`config.mk`:
```
export PLATFORM = sky130hd
export DESIGN_NAME = i2c_master_bit_engine
export DESIGN_NICKNAME = d
export VERILOG_FILES = /design/src/hw/rtl/i2cm_pkg.sv /design/src/hw/rtl/i2cm_front.sv /design/src/hw/rtl/i2cm_queue.sv /design/src/hw/rtl/i2cm_back.sv /design/src/hw/rtl/i2c_master_bit_engine.sv
export SDC_FILE = /design/constraint.sdc
export NUM_CORES = 1
export LEC_CHECK = 0
export BUFFER_PORTS_ARGS = -buffer_cell sky130_fd_sc_hd__buf_2
export CAP_MARGIN = 15
export CORE_UTILIZATION = 50
export CTS_CLUSTER_SIZE = 16
export DETAILED_ROUTE_END_ITERATION = 8
export GPL_TIMING_DRIVEN = 0
export PLACE_DENSITY = 0.69
export SLEW_MARGIN = 15
export SYNTH_ARGS = -nofsm -noshare
export SYNTH_HDL_FRONTEND = slang
export SYNTH_HIERARCHICAL = 1
export SYNTH_SLANG_ARGS = --single-unit
```
`constraint.sdc`:
```
create_clock -name clock -period 4.3 [get_ports clock]
set_clock_uncertainty 0.15 [all_clocks]
set_input_delay 0.645 -clock clock [delete_from_list [all_inputs] [get_ports clock]]
set_output_delay 0.645 -clock clock [all_outputs]
set_load 0.02 [all_outputs]
```
`src/hw/rtl/i2cm_pkg.sv`:
```
// ----------------------------------------------------------------------------
// i2cm_pkg
// Shared types and constants for the I2C master bit engine.
// ----------------------------------------------------------------------------
package i2cm_pkg;

   // register widths and reset values
   localparam int HalfPeriodWidth   = 16;
   localparam int AckTimeoutWidth   = 8;
   localparam int CsrDataWidth      = 16;
   localparam int CsrIndexWidth     = 1;
   localparam int ByteWidth         = 8;
   localparam int BitCountWidth     = 4;
   localparam int CmdWidth          = 3;
   localparam int DefaultQueueDepth = 2;

   localparam logic [HalfPeriodWidth-1:0] HalfPeriodReset = 16'd2;
   localparam logic [AckTimeoutWidth-1:0] AckTimeoutReset = 8'd250;
   localparam logic [BitCountWidth-1:0]   BitsPerByte     = 4'd8;

   // register indexes on the csr port
   localparam logic [CsrIndexWidth-1:0] CSR_HALF_PERIOD = 1'd0;
   localparam logic [CsrIndexWidth-1:0] CSR_ACK_TIMEOUT = 1'd1;

   // command codes as they arrive on the request channel
   localparam logic [CmdWidth-1:0] CODE_NONE     = 3'd0;
   localparam logic [CmdWidth-1:0] CODE_START    = 3'd1;
   localparam logic [CmdWidth-1:0] CODE_STOP     = 3'd2;
   localparam logic [CmdWidth-1:0] CODE_WRITE    = 3'd3;
   localparam logic [CmdWidth-1:0] CODE_WAIT_ACK = 3'd4;
   localparam logic [CmdWidth-1:0] CODE_READ     = 3'd5;

   // decoded command kind
   typedef enum logic [2:0] {
      CMD_NONE,
      CMD_START,
      CMD_STOP,
      CMD_WRITE,
      CMD_WAIT_ACK,
      CMD_READ
   } cmd_type;

   // one classified tick as it travels through the queue
   typedef struct packed {
      cmd_type              kind;
      logic [ByteWidth-1:0] write_data;
      logic                 send_ack;
      logic                 sda_in;
   } tick_type;

endpackage

```
`src/hw/rtl/i2cm_front.sv`:
```
// ----------------------------------------------------------------------------
// i2cm_front
// Request side: decodes the command code of each tick into a command kind.
// ----------------------------------------------------------------------------
module i2cm_front
   import i2cm_pkg::*;
(
   input  logic [CmdWidth-1:0]  req_command,
   input  logic [ByteWidth-1:0] req_write_data,
   input  logic                 req_send_ack,
   input  logic                 req_sda_in,
   output tick_type             tick
);

   cmd_type kind;

   // unknown codes behave as no command
   always_comb begin
      unique case (req_command)
         CODE_START:    kind = CMD_START;
         CODE_STOP:     kind = CMD_STOP;
         CODE_WRITE:    kind = CMD_WRITE;
         CODE_WAIT_ACK: kind = CMD_WAIT_ACK;
         CODE_READ:     kind = CMD_READ;
         default:       kind = CMD_NONE;
      endcase
   end

   // only the write command needs its byte
   always_comb begin
      tick.kind       = kind;
      tick.write_data = (kind == CMD_WRITE) ? req_write_data : '0;
      tick.send_ack   = req_send_ack;
      tick.sda_in     = req_sda_in;
   end

endmodule

```
`src/hw/rtl/i2cm_queue.sv`:
```
// ----------------------------------------------------------------------------
// i2cm_queue
// Small fifo of classified ticks between the request side and the sequencer.
// ----------------------------------------------------------------------------
module i2cm_queue
   import i2cm_pkg::*;
#(
   parameter int Depth = DefaultQueueDepth
)(
   input  logic     clock,
   input  logic     reset,
   input  logic     push,
   input  tick_type push_tick,
   output logic     full,
   input  logic     pop,
   output logic     head_valid,
   output tick_type head_tick
);

   localparam int PtrWidth   = (Depth > 1) ? $clog2(Depth) : 1;
   localparam int CountWidth = $clog2(Depth + 1);
   localparam logic [PtrWidth-1:0]   LastPtr   = PtrWidth'(Depth - 1);
   localparam logic [CountWidth-1:0] FullCount = CountWidth'(Depth);

   tick_type                slot_ff [Depth];
   logic [PtrWidth-1:0]     wr_ptr_ff, wr_ptr_in;
   logic [PtrWidth-1:0]     rd_ptr_ff, rd_ptr_in;
   logic [CountWidth-1:0]   count_ff, count_in;

   assign full       = (count_ff == FullCount);
   assign head_valid = (count_ff != '0);
   assign head_tick  = slot_ff[rd_ptr_ff];

   // pointer and fill count update
   always_comb begin
      wr_ptr_in = wr_ptr_ff;
      rd_ptr_in = rd_ptr_ff;
      count_in  = count_ff;
      if (push) begin
         wr_ptr_in = (wr_ptr_ff == LastPtr) ? '0 : wr_ptr_ff + 1'b1;
      end
      if (pop) begin
         rd_ptr_in = (rd_ptr_ff == LastPtr) ? '0 : rd_ptr_ff + 1'b1;
      end
      priority if (push && !pop) begin
         count_in = count_ff + 1'b1;
      end else if (pop && !push) begin
         count_in = count_ff - 1'b1;
      end
   end

   always_ff @(posedge clock) begin
      if (reset) begin
         wr_ptr_ff <= '0;
         rd_ptr_ff <= '0;
         count_ff  <= '0;
      end else begin
         wr_ptr_ff <= wr_ptr_in;
         rd_ptr_ff <= rd_ptr_in;
         count_ff  <= count_in;
      end
   end

   // storage
   always_ff @(posedge clock) begin
      if (push) begin
         slot_ff[wr_ptr_ff] <= push_tick;
      end
   end

endmodule

```
`src/hw/rtl/i2cm_back.sv`:
```
// ----------------------------------------------------------------------------
// i2cm_back
// Pin sequencer: runs one tick per cycle while the result slot is free or being emptied, and holds the result register.
// ----------------------------------------------------------------------------
module i2cm_back
   import i2cm_pkg::*;
(
   input  logic                       clock,
   input  logic                       reset,
   input  logic [HalfPeriodWidth-1:0] half_period_ticks,
   input  logic [AckTimeoutWidth-1:0] ack_timeout_limit,
   input  logic                       tick_valid,
   input  tick_type                   tick,
   output logic                       tick_pop,
   output logic                       rsp_valid,
   input  logic                       rsp_ready,
   output logic                       rsp_scl_level,
   output logic                       rsp_sda_drive_enable,
   output logic                       rsp_sda_level,
   output logic                       rsp_busy_res,
   output logic                       rsp_done_res,
   output logic [ByteWidth-1:0]       rsp_read_data,
   output logic                       rsp_ack_missing
);

   typedef enum logic [3:0] {
      PH_IDLE, PH_START_A, PH_START_B, PH_STOP_A, PH_STOP_B, PH_STOP_C,
      PH_WA_A, PH_WA_B, PH_WA_POLL, PH_WR_HI, PH_WR_LO, PH_RD_LO, PH_RD_HI,
      PH_AK_A, PH_AK_B
   } phase_type;

   phase_type                  phase_ff, phase_in;
   logic [BitCountWidth-1:0]   bit_count_ff, bit_count_in, bit_count_inc;
   logic [ByteWidth-1:0]       shift_ff, shift_in;
   logic [AckTimeoutWidth-1:0] timeout_ff, timeout_in;
   logic [HalfPeriodWidth-1:0] delay_ff, delay_in, delay_reload;
   logic                       scl_ff, scl_in;
   logic                       sda_ff, sda_in_next;
   logic                       drive_ff, drive_in;
   logic                       ack_choice_ff, ack_choice_in;
   logic [ByteWidth-1:0]       rx_ff, rx_in;
   logic                       miss_ff, miss_in;
   logic                       done;
   logic                       rsp_valid_ff;
   logic                       done_ff;

   // take a tick when the result slot is free or being emptied
   assign tick_pop  = tick_valid && (!rsp_valid_ff || rsp_ready);
   assign rsp_valid = rsp_valid_ff;

   // a zero half period counts as one tick
   assign delay_reload  = (half_period_ticks == '0) ? HalfPeriodWidth'(1) : half_period_ticks;
   assign bit_count_inc = bit_count_ff + 1'b1;

   // next state of the sequencer for one tick
   always_comb begin
      phase_in      = phase_ff;
      bit_count_in  = bit_count_ff;
      shift_in      = shift_ff;
      timeout_in    = timeout_ff;
      delay_in      = delay_ff;
      scl_in        = scl_ff;
      sda_in_next   = sda_ff;
      drive_in      = drive_ff;
      ack_choice_in = ack_choice_ff;
      rx_in         = rx_ff;
      miss_in       = miss_ff;
      done          = 1'b0;

      priority if (phase_ff == PH_IDLE) begin
         if (tick.kind != CMD_NONE) begin
            miss_in  = 1'b0;
            delay_in = delay_reload;
         end
         unique case (tick.kind)
            CMD_START: begin
               drive_in = 1'b1; sda_in_next = 1'b1; scl_in = 1'b1;
               phase_in = PH_START_A;
            end
            CMD_STOP: begin
               drive_in = 1'b1; scl_in = 1'b0; sda_in_next = 1'b0;
               phase_in = PH_STOP_A;
            end
            CMD_WRITE: begin
               shift_in     = tick.write_data;
               bit_count_in = '0;
               drive_in     = 1'b1;
               sda_in_next  = tick.write_data[ByteWidth-1];
               scl_in       = 1'b1;
               phase_in     = PH_WR_HI;
            end
            CMD_WAIT_ACK: begin
               drive_in    = 1'b0; sda_in_next = 1'b1;
               timeout_in  = '0;
               phase_in    = PH_WA_A;
            end
            CMD_READ: begin
               ack_choice_in = tick.send_ack;
               bit_count_in  = '0;
               shift_in      = '0;
               drive_in      = 1'b0; sda_in_next = 1'b1; scl_in = 1'b0;
               phase_in      = PH_RD_LO;
            end
            default: begin
            end
         endcase
      end else if (phase_ff == PH_WA_POLL) begin
         // poll for the acknowledge every tick
         priority if (!tick.sda_in) begin
            scl_in   = 1'b0;
            phase_in = PH_IDLE;
            done     = 1'b1;
         end else if (timeout_ff >= ack_timeout_limit) begin
            miss_in     = 1'b1;
            drive_in    = 1'b1; scl_in = 1'b0; sda_in_next = 1'b0;
            delay_in    = delay_reload;
            phase_in    = PH_STOP_A;
         end else begin
            timeout_in = timeout_ff + 1'b1;
         end
      end else if (delay_ff > HalfPeriodWidth'(1)) begin
         delay_in = delay_ff - 1'b1;
      end else begin
         // delay unit over: step to the next pin change
         delay_in = delay_reload;
         unique case (phase_ff)
            PH_START_A: begin sda_in_next = 1'b0; phase_in = PH_START_B; end
            PH_START_B: begin scl_in = 1'b0; phase_in = PH_IDLE; done = 1'b1; end
            PH_STOP_A:  begin scl_in = 1'b1; phase_in = PH_STOP_B; end
            PH_STOP_B:  begin sda_in_next = 1'b1; phase_in = PH_STOP_C; end
            PH_STOP_C:  begin phase_in = PH_IDLE; done = 1'b1; end
            PH_WA_A:    begin scl_in = 1'b1; phase_in = PH_WA_B; end
            PH_WA_B:    begin phase_in = PH_WA_POLL; end
            PH_WR_HI:   begin scl_in = 1'b0; phase_in = PH_WR_LO; end
            PH_WR_LO: begin
               shift_in     = {shift_ff[ByteWidth-2:0], 1'b0};
               bit_count_in = bit_count_inc;
               if (bit_count_inc >= BitsPerByte) begin
                  phase_in = PH_IDLE;
                  done     = 1'b1;
               end else begin
                  sda_in_next = shift_ff[ByteWidth-2];
                  scl_in      = 1'b1;
                  phase_in    = PH_WR_HI;
               end
            end
            PH_RD_LO: begin
               scl_in   = 1'b1;
               shift_in = {shift_ff[ByteWidth-2:0], tick.sda_in};
               phase_in = PH_RD_HI;
            end
            PH_RD_HI: begin
               bit_count_in = bit_count_inc;
               scl_in       = 1'b0;
               if (bit_count_inc >= BitsPerByte) begin
                  rx_in       = shift_ff;
                  drive_in    = 1'b1;
                  sda_in_next = !ack_choice_ff;
                  phase_in    = PH_AK_A;
               end else begin
                  phase_in = PH_RD_LO;
               end
            end
            PH_AK_A:  begin scl_in = 1'b1; phase_in = PH_AK_B; end
            PH_AK_B:  begin scl_in = 1'b0; phase_in = PH_IDLE; done = 1'b1; end
            default:  begin phase_in = PH_IDLE; end
         endcase
      end
   end

   // sequencer state and result register
   always_ff @(posedge clock) begin
      if (reset) begin
         phase_ff      <= PH_IDLE;
         bit_count_ff  <= '0;
         shift_ff      <= '0;
         timeout_ff    <= '0;
         delay_ff      <= '0;
         scl_ff        <= 1'b1;
         sda_ff        <= 1'b1;
         drive_ff      <= 1'b1;
         ack_choice_ff <= 1'b0;
         rx_ff         <= '0;
         miss_ff       <= 1'b0;
         done_ff       <= 1'b0;
         rsp_valid_ff  <= 1'b0;
      end else begin
         if (tick_pop) begin
            phase_ff      <= phase_in;
            bit_count_ff  <= bit_count_in;
            shift_ff      <= shift_in;
            timeout_ff    <= timeout_in;
            delay_ff      <= delay_in;
            scl_ff        <= scl_in;
            sda_ff        <= sda_in_next;
            drive_ff      <= drive_in;
            ack_choice_ff <= ack_choice_in;
            rx_ff         <= rx_in;
            miss_ff       <= miss_in;
            done_ff       <= done;
            rsp_valid_ff  <= 1'b1;
         end else if (rsp_ready) begin
            rsp_valid_ff  <= 1'b0;
         end
      end
   end

   // result fields come straight from the state after the tick
   assign rsp_scl_level        = scl_ff;
   assign rsp_sda_drive_enable = drive_ff;
   assign rsp_sda_level        = drive_ff ? sda_ff : 1'b1;
   assign rsp_busy_res         = (phase_ff != PH_IDLE);
   assign rsp_done_res         = done_ff;
   assign rsp_read_data        = rx_ff;
   assign rsp_ack_missing      = miss_ff;

endmodule

```
`src/hw/rtl/i2c_master_bit_engine.sv`:
```
// ----------------------------------------------------------------------------
// i2c_master_bit_engine
// I2C master pin sequencer: one tick per item, each tick gives the pin levels.
// ----------------------------------------------------------------------------
//  channel   dir  handshake              carries
//  req_*     in   req_valid/req_ready    command, write byte, ack choice, sda
//  rsp_*     out  rsp_valid/rsp_ready    scl, sda drive/level, flags, rx byte
//  csr_*     in   csr_write_enable       half period, ack timeout limit
//
//  one tick is taken per clock while the queue is not full; its result passes
//  through a queue slot, then the sequencer's result register
//  the queue holds QueueDepth ticks, so the request side keeps flowing until
//  the queue is full while rsp_ready is low
//  reset is synchronous; state returns to idle with scl and sda driven high
// ----------------------------------------------------------------------------
module i2c_master_bit_engine
   import i2cm_pkg::*;
#(
   parameter int QueueDepth = DefaultQueueDepth
)(
   input  logic                     clock,
   input  logic                     reset,
   input  logic                     req_valid,
   output logic                     req_ready,
   input  logic [CmdWidth-1:0]      req_command,
   input  logic [ByteWidth-1:0]     req_write_data,
   input  logic                     req_send_ack,
   input  logic                     req_sda_in,
   output logic                     rsp_valid,
   input  logic                     rsp_ready,
   output logic                     rsp_scl_level,
   output logic                     rsp_sda_drive_enable,
   output logic                     rsp_sda_level,
   output logic                     rsp_busy_res,
   output logic                     rsp_done_res,
   output logic [ByteWidth-1:0]     rsp_read_data,
   output logic                     rsp_ack_missing,
   input  logic                     csr_write_enable,
   input  logic [CsrIndexWidth-1:0] csr_index,
   input  logic [CsrDataWidth-1:0]  csr_write_data
);

   logic [HalfPeriodWidth-1:0] half_period_ff;
   logic [AckTimeoutWidth-1:0] ack_timeout_ff;
   tick_type                   front_tick;
   tick_type                   head_tick;
   logic                       queue_full;
   logic                       head_valid;
   logic                       head_pop;
   logic                       push;

   // configuration registers
   always_ff @(posedge clock) begin
      if (reset) begin
         half_period_ff <= HalfPeriodReset;
         ack_timeout_ff <= AckTimeoutReset;
      end else if (csr_write_enable) begin
         unique case (csr_index)
            CSR_HALF_PERIOD: half_period_ff <= csr_write_data[HalfPeriodWidth-1:0];
            CSR_ACK_TIMEOUT: ack_timeout_ff <= csr_write_data[AckTimeoutWidth-1:0];
            default: begin
            end
         endcase
      end
   end

   assign req_ready = !queue_full;
   assign push      = req_valid && !queue_full;

   // command decode
   i2cm_front u_front (
      .req_command    (req_command),
      .req_write_data (req_write_data),
      .req_send_ack   (req_send_ack),
      .req_sda_in     (req_sda_in),
      .tick           (front_tick)
   );

   // tick queue
   i2cm_queue #(
      .Depth (QueueDepth)
   ) u_queue (
      .clock      (clock),
      .reset      (reset),
      .push       (push),
      .push_tick  (front_tick),
      .full       (queue_full),
      .pop        (head_pop),
      .head_valid (head_valid),
      .head_tick  (head_tick)
   );

   // pin sequencer
   i2cm_back u_back (
      .clock                (clock),
      .reset                (reset),
      .half_period_ticks    (half_period_ff),
      .ack_timeout_limit    (ack_timeout_ff),
      .tick_valid           (head_valid),
      .tick                 (head_tick),
      .tick_pop             (head_pop),
      .rsp_valid            (rsp_valid),
      .rsp_ready            (rsp_ready),
      .rsp_scl_level        (rsp_scl_level),
      .rsp_sda_drive_enable (rsp_sda_drive_enable),
      .rsp_sda_level        (rsp_sda_level),
      .rsp_busy_res         (rsp_busy_res),
      .rsp_done_res         (rsp_done_res),
      .rsp_read_data        (rsp_read_data),
      .rsp_ack_missing      (rsp_ack_missing)
   );

endmodule
```
==> metrics, run 1 <==
# resized after CTS 0; CP max stage cell dfxtp_1; n_diodes 0; post-synthesis sequential area ratio 40.84%; number of synthesized flops with an enable pin 26; hpwl dp 11.06 mm; max incr delay on CP 0.40 ns; flip-flop and latch count after synthesis 110; Peak VDD IR 0.3847 mV; layout cells sized above 1 17.98%; CP required 4.42 ns; hold-fix buffers at CTS 0; largest net degree at the start of global routing 22; Critical Path Sink Type register; Top FF cell, synth dfxtp_1; CP Cell Sequence buf_2 > mux2_2 > clkbuf_1 > xor2_1 > nand3_1 > o31a_1 > nor2_4 > buf_4 > nor2_1 > a211oi_1; Final Wtd Congestion 0.8931; Total GRT Usage 24.54%; total negative setup slack 0 ns; WL met1 6.965 mm; Post-CTS Setup Inserts 0; Arr. time, crit path 2.97 ns; Hold Slack 0.3138 ns; Core ar. 11560 um^2; met2 WL 7.000 mm; drt pass-1 iters 6; number of fill cells 1040; area grow syn2layout 12.01%; max-slew violations 0; Die Area 12500 um^2; via count of the first global-routing pass 4788; H-tree Lvls 3; Hold/Removal Path Class input pin to register; Iteration-0 DRC Markers 428; status finished, final reports clean; worst-case clock buffer depth 2; pwr/cell area 542.7 nW/um^2; DR WL met3 596 um; Max FO, Critical Path 10; Routed WL per cell 17.24 um; # clock sinks 110; Post-Synthesis Mean Instance Area 9.305 um^2; Leak 2.508 nW; Fin. Hold Viols 0; most common cell after layout, fill and taps aside dfxtp_1; DR DRC count 0; CTS tree done; final-report setup violation count 0; Worst-Skew Late Latency 0.36 ns; Worst-Margin Slew 0.8751 ns; hold_sp req_sda_in; Synth async-reset ratio 0%; Reg clk slew, reported paths 0.08 ns; port buffer count 48; Synth Warn # 6; max cap viols 0; die width 111.8 um; first-pass GRT wire length 24.25 mm; max layer used met4; Placement Rows 39; CTS Buf Count 9; Slew HR 40.74%; most frequent cells in the layout 84 x dfxtp_1, 72 x nor2_1, 57 x buf_2; GRT overflow 0; Via density 5.899; IO Count 51; routed vias 5044; Setup CP Type register to register; drt total wl 14.74 mm; RSZ-0062 raised after global routing no; Max Freq 351.6 MHz; Die Y 111.8 um; nets 759; DRT antenna net count 0; initial cell density of the core 52.14%; Tmin final 2.844 ns; root buffer cell clkbuf_16; antenna violations before repair 0; Final period util 66.13%; Unique masters post-synth 73; post-synthesis cell count 648; CP startpoint kind register; Synth Net Count 700; Synth Cell Area 6030 um^2
-- Yosys cell counts (5+ instances only) --
library cell | number | area, um^2
dfxtp_1 | 84 | 1682
nor2_1 | 72 | 270.3
a21oi_1 | 45 | 225.2
nand2_1 | 36 | 135.1
nand2b_1 | 32 | 200.2
o21ai_0 | 28 | 140.1
edfxtp_1 | 26 | 780.8
clkbuf_1 | 20 | 75.07
mux2i_1 | 20 | 200.2
nor3_1 | 19 | 95.09
inv_1 | 18 | 67.56
ha_1 | 17 | 212.7
a21o_1 | 13 | 97.59
mux2_2 | 13 | 146.4
nand4bb_1 | 13 | 146.4
a211oi_1 | 12 | 90.09
xnor2_1 | 12 | 105.1
nand3_1 | 10 | 50.05
buf_2 | 9 | 45.04
or3_1 | 9 | 56.30
a211o_1 | 8 | 70.07
nor4_1 | 8 | 50.05
a22oi_1 | 7 | 52.55
nor2b_1 | 7 | 43.79
nor4b_2 | 7 | 105.1
o21ai_1 | 7 | 35.03
nand4_1 | 6 | 37.54
and3_1 | 5 | 31.28
buf_6 | 5 | 56.30
o21bai_1 | 5 | 37.54
-- critical path: cells and delay by family (launching register included) --
| kind | cells | cell delay (ns) |
|---|---|---|
| AO/OA/AOI/OAI | 2 | 0.42 |
| XOR/XNOR | 1 | 0.26 |
| buffers and inverters | 3 | 0.72 |
| flip-flops | 1 | 0.40 |
| multiplexers | 1 | 0.38 |
| AND/OR/NAND/NOR | 3 | 0.42 |
-- stage by stage --
| stage | worst slack [ns] | util, % | power (mW) | cell area, um^2 | std cells |
|---|---|---|---|---|---|
| floorplan | 1.881 | - | 2.426 | 6030 | 648 |
| global placement | 1.538 | 55.76 | 2.798 | 6449 | 839 |
| detailed placement | 1.496 | 55.76 | 2.821 | 6449 | 839 |
| CTS | 1.432 | 58.38 | 3.665 | 6751 | 855 |
| global route | 1.217 | 58.40 | 3.886 | 6754 | 855 |
| finish | 1.456 | 58.40 | 3.665 | 6754 | 855 |
-- layout make-up --
class / count / area, um^2 / area share (%)
repair buffers: 48 / 240.2 / 3.557
flip-flops and latches: 110 / 2462 / 36.46
clock inverters: 7 / 77.57 / 1.149
multi-input cells: 479 / 3273 / 48.46
well taps: 143 / 178.9 / 2.649
clock buffers: 9 / 225.2 / 3.335
plain buffers: 40 / 225.2 / 3.335
inverters: 19 / 71.32 / 1.056
-- routing by layer --
layer	GRT usage, %	vias up
li1	-	2490
met1	33.21	2424
met2	39.83	117
met3	5.389	13
met4	5.856	0
met5	0	-
-- final timing paths --
kind	end	slack (ns)	cells past startpoint
worst max-delay path	u_back/shift_ff[6]	1.46	10
worst min-delay path	u_queue/slot_ff[1][0]	0.31	1
worst min register to register	ack_timeout_ff[3]	0.32	1
worst max register to register	u_back/shift_ff[6]	1.46	10
-- registers in the layout, summed over array words and instances, names as in the netlist, 4 cells and up, named ones only --
| signal | cells |
|---|---|
| u_back/bit_count_ff | 4 |
| ack_timeout_ff | 8 |
| half_period_ff | 16 |
| u_queue/slot_ff | 26 |
| u_back/delay_ff | 16 |
| u_back/phase_ff | 4 |
| u_back/shift_ff | 8 |
| u_back/timeout_ff | 8 |
| u_back/rsp_read_data | 8 |
-- cells by family after synthesis --
logic type / synth area share, %
fa+ha+maj: 3.756
buf+inv: 4.918
xor+xnor: 2.449
compound gates: 17.49
simple gates: 24.80
mux: 5.748
flops: 40.84
-- where the power goes --
part / leakage, nW / internal, mW / switching [mW]
Combinational: 1.43 / 0.555 / 0.976
Clock: 0.144 / 0.414 / 0.424
Sequential: 0.933 / 1.20 / 0.100
Total: 2.51 / 2.17 / 1.50
(Power assumes the default switching activity.)
==> run 2: changes to the inputs <==
clock period = 2.9 ns   (was 4.3 ns; I/O delays follow)
==> metrics, run 2 (synthesis gave the netlist of run 1 again) <==
CTS tree done; die width 111.8 um (unchanged); hold_sp req_sda_in; n_diodes 0 (unchanged); Post-CTS Setup Inserts 0 (unchanged); port buffer count 48 (unchanged); root buffer cell clkbuf_16; Final Util 58.39% (about the same); Setup WS pre-CTS 0.09642 ns (-1.400 ns); Worst-Skew Late Latency 0.36 ns (about the same); Die Y 111.8 um (unchanged); first-pass GRT wire length 24.25 mm (unchanged); Total GRT Usage 24.54% (unchanged); Via density 5.941 (+0.71%); initial cell density of the core 52.14% (unchanged); status finished, final reports clean; Worst-Margin Slew 0.8658 ns (-0.009259 ns); DRT antenna net count 0 (unchanged); Fin. Hold Viols 0 (unchanged); # clock sinks 110 (unchanged); H-tree Lvls 3 (unchanged); DR DRC count 0 (unchanged); max-slew violations 0 (unchanged); CP startpoint kind register; Arr. time, crit path 2.07 ns (-0.90 ns); drt total wl 14.75 mm (about the same); antenna violations before repair 0 (unchanged); Placed Instances 839 (unchanged); Peak VDD IR 0.5684 mV (+48%); routed vias 5074 (+0.59%); CP required 2.32 ns (-2.10 ns); crit path from u_back/phase_ff[2]; GRT overflow 0 (unchanged); largest net degree at the start of global routing 22 (unchanged); Crit Reg-Reg Startpoint u_back/timeout_ff[0]; Tmin final 2.654 ns; most common cell after layout, fill and taps aside dfxtp_1; Largest Register u_queue/slot_ff; CTS Buf Count 9 (unchanged); Core ar. 11560 um^2 (unchanged); Iteration-0 DRC Markers 391 (-8.6%); worst-case clock buffer depth 2 (unchanged); Final WS setup 0.2462 ns (-1.210 ns); hpwl dp 11.06 mm (unchanged); Top Registers u_queue/slot_ff x26, half_period_ff x16, u_back/delay_ff x16; Setup CP Type register to output port; final-report setup violation count 0 (unchanged); Placement Rows 39 (unchanged); RSZ-0062 raised after global routing no; layout cells sized above 1 18.00% (+0.025 points); drt pass-1 iters 5 (-1); via count of the first global-routing pass 4788 (unchanged); post-route insts no fill 854 (-0.12%); total negative setup slack 0 ns (unchanged); Leak 2.507 nW (about the same); Max FO, Critical Path 10 (unchanged); max cap viols 0 (unchanged); Hold/Removal Path Class input pin to register; Final period util 91.51%; Final Wtd Congestion 0.8931 (unchanged); IO Count 51 (unchanged); Reg clk slew, reported paths 0.08 ns (about the same); pwr/cell area 805.1 nW/um^2 (+48%); area grow syn2layout 11.99% (about the same); nets 758 (-0.13%); number of flip-flops under the largest register name 26 (unchanged); Critical Path Sink Type output port; Die Area 12500 um^2 (unchanged); Max Freq 376.8 MHz; Routed WL per cell 17.28 um (+0.21%); Slew HR 41.37% (+0.63 points); most frequent cells in the layout 84 x dfxtp_1, 72 x nor2_1, 56 x buf_2
[run 2: cell types whose count changed in the layout (fill, tap and decap cells not counted)]
cell      before  now
buf_2         57   56
buf_4          4    5
clkbuf_1      20   19
[run 2: per-layer routing]
layer,GRT usage (%),routed length [um]
met3,5.389,747
met4,5.856,177
met2,39.83,7028
met1,33.21,6800
met5,0,0
[run 2: timing repair]
| item | in CTS | in global routing |
|---|---|---|
| resized for setup | 0 | 2 |
| endpoints found under the setup margin | 0 | 12 |
| hold buffers | 0 | 0 |
[run 2: worst max-delay path, cell delays in order, from the launching register on]
cell	delay, ns
dfxtp_1	0.37
nor4_4	0.61
inv_2	0.20
clkbuf_1	0.29
buf_2	0.23
[run 2: final timing paths]
path	endpoint	slack, ns	depth (start not counted)
min reg2reg	ack_timeout_ff[3]	0.32	1
max reg2reg	u_back/phase_ff[3]	0.29	8
min	u_queue/slot_ff[1][0]	0.10	1
max	rsp_busy_res	0.25	4
[run 2: layout make-up]
type	count	area, um^2
Buffer	39	224.0
Clock buffer	9	225.2
Clock inverter	7	77.57
Fill cell	1041	4812
Inverter	19	71.32
Multi-Input combinational cell	479	3273
Sequential cell	110	2462
Tap cell	143	178.9
Timing Repair Buffer	48	240.2
[run 2: per-stage QoR]
| step | power, mW | hold slack [ns] | instance area (um^2) |
|---|---|---|---|
| finish | 5.437 | 0.1035 | 6753 |
| detailed placement | 4.183 | 0.3093 | 6449 |
| global placement | 4.149 | 0.3014 | 6449 |
| CTS | 5.434 | 0.09306 | 6751 |
| global route | 5.762 | 0.08625 | 6753 |
| floorplan | 3.597 | 0.2854 | 6030 |
[run 2: power by group]
group / switching [mW] / internal (mW)
logic: 1.45 / 0.824
registers: 0.150 / 1.77
clock network: 0.627 / 0.613
total: 2.22 / 3.21
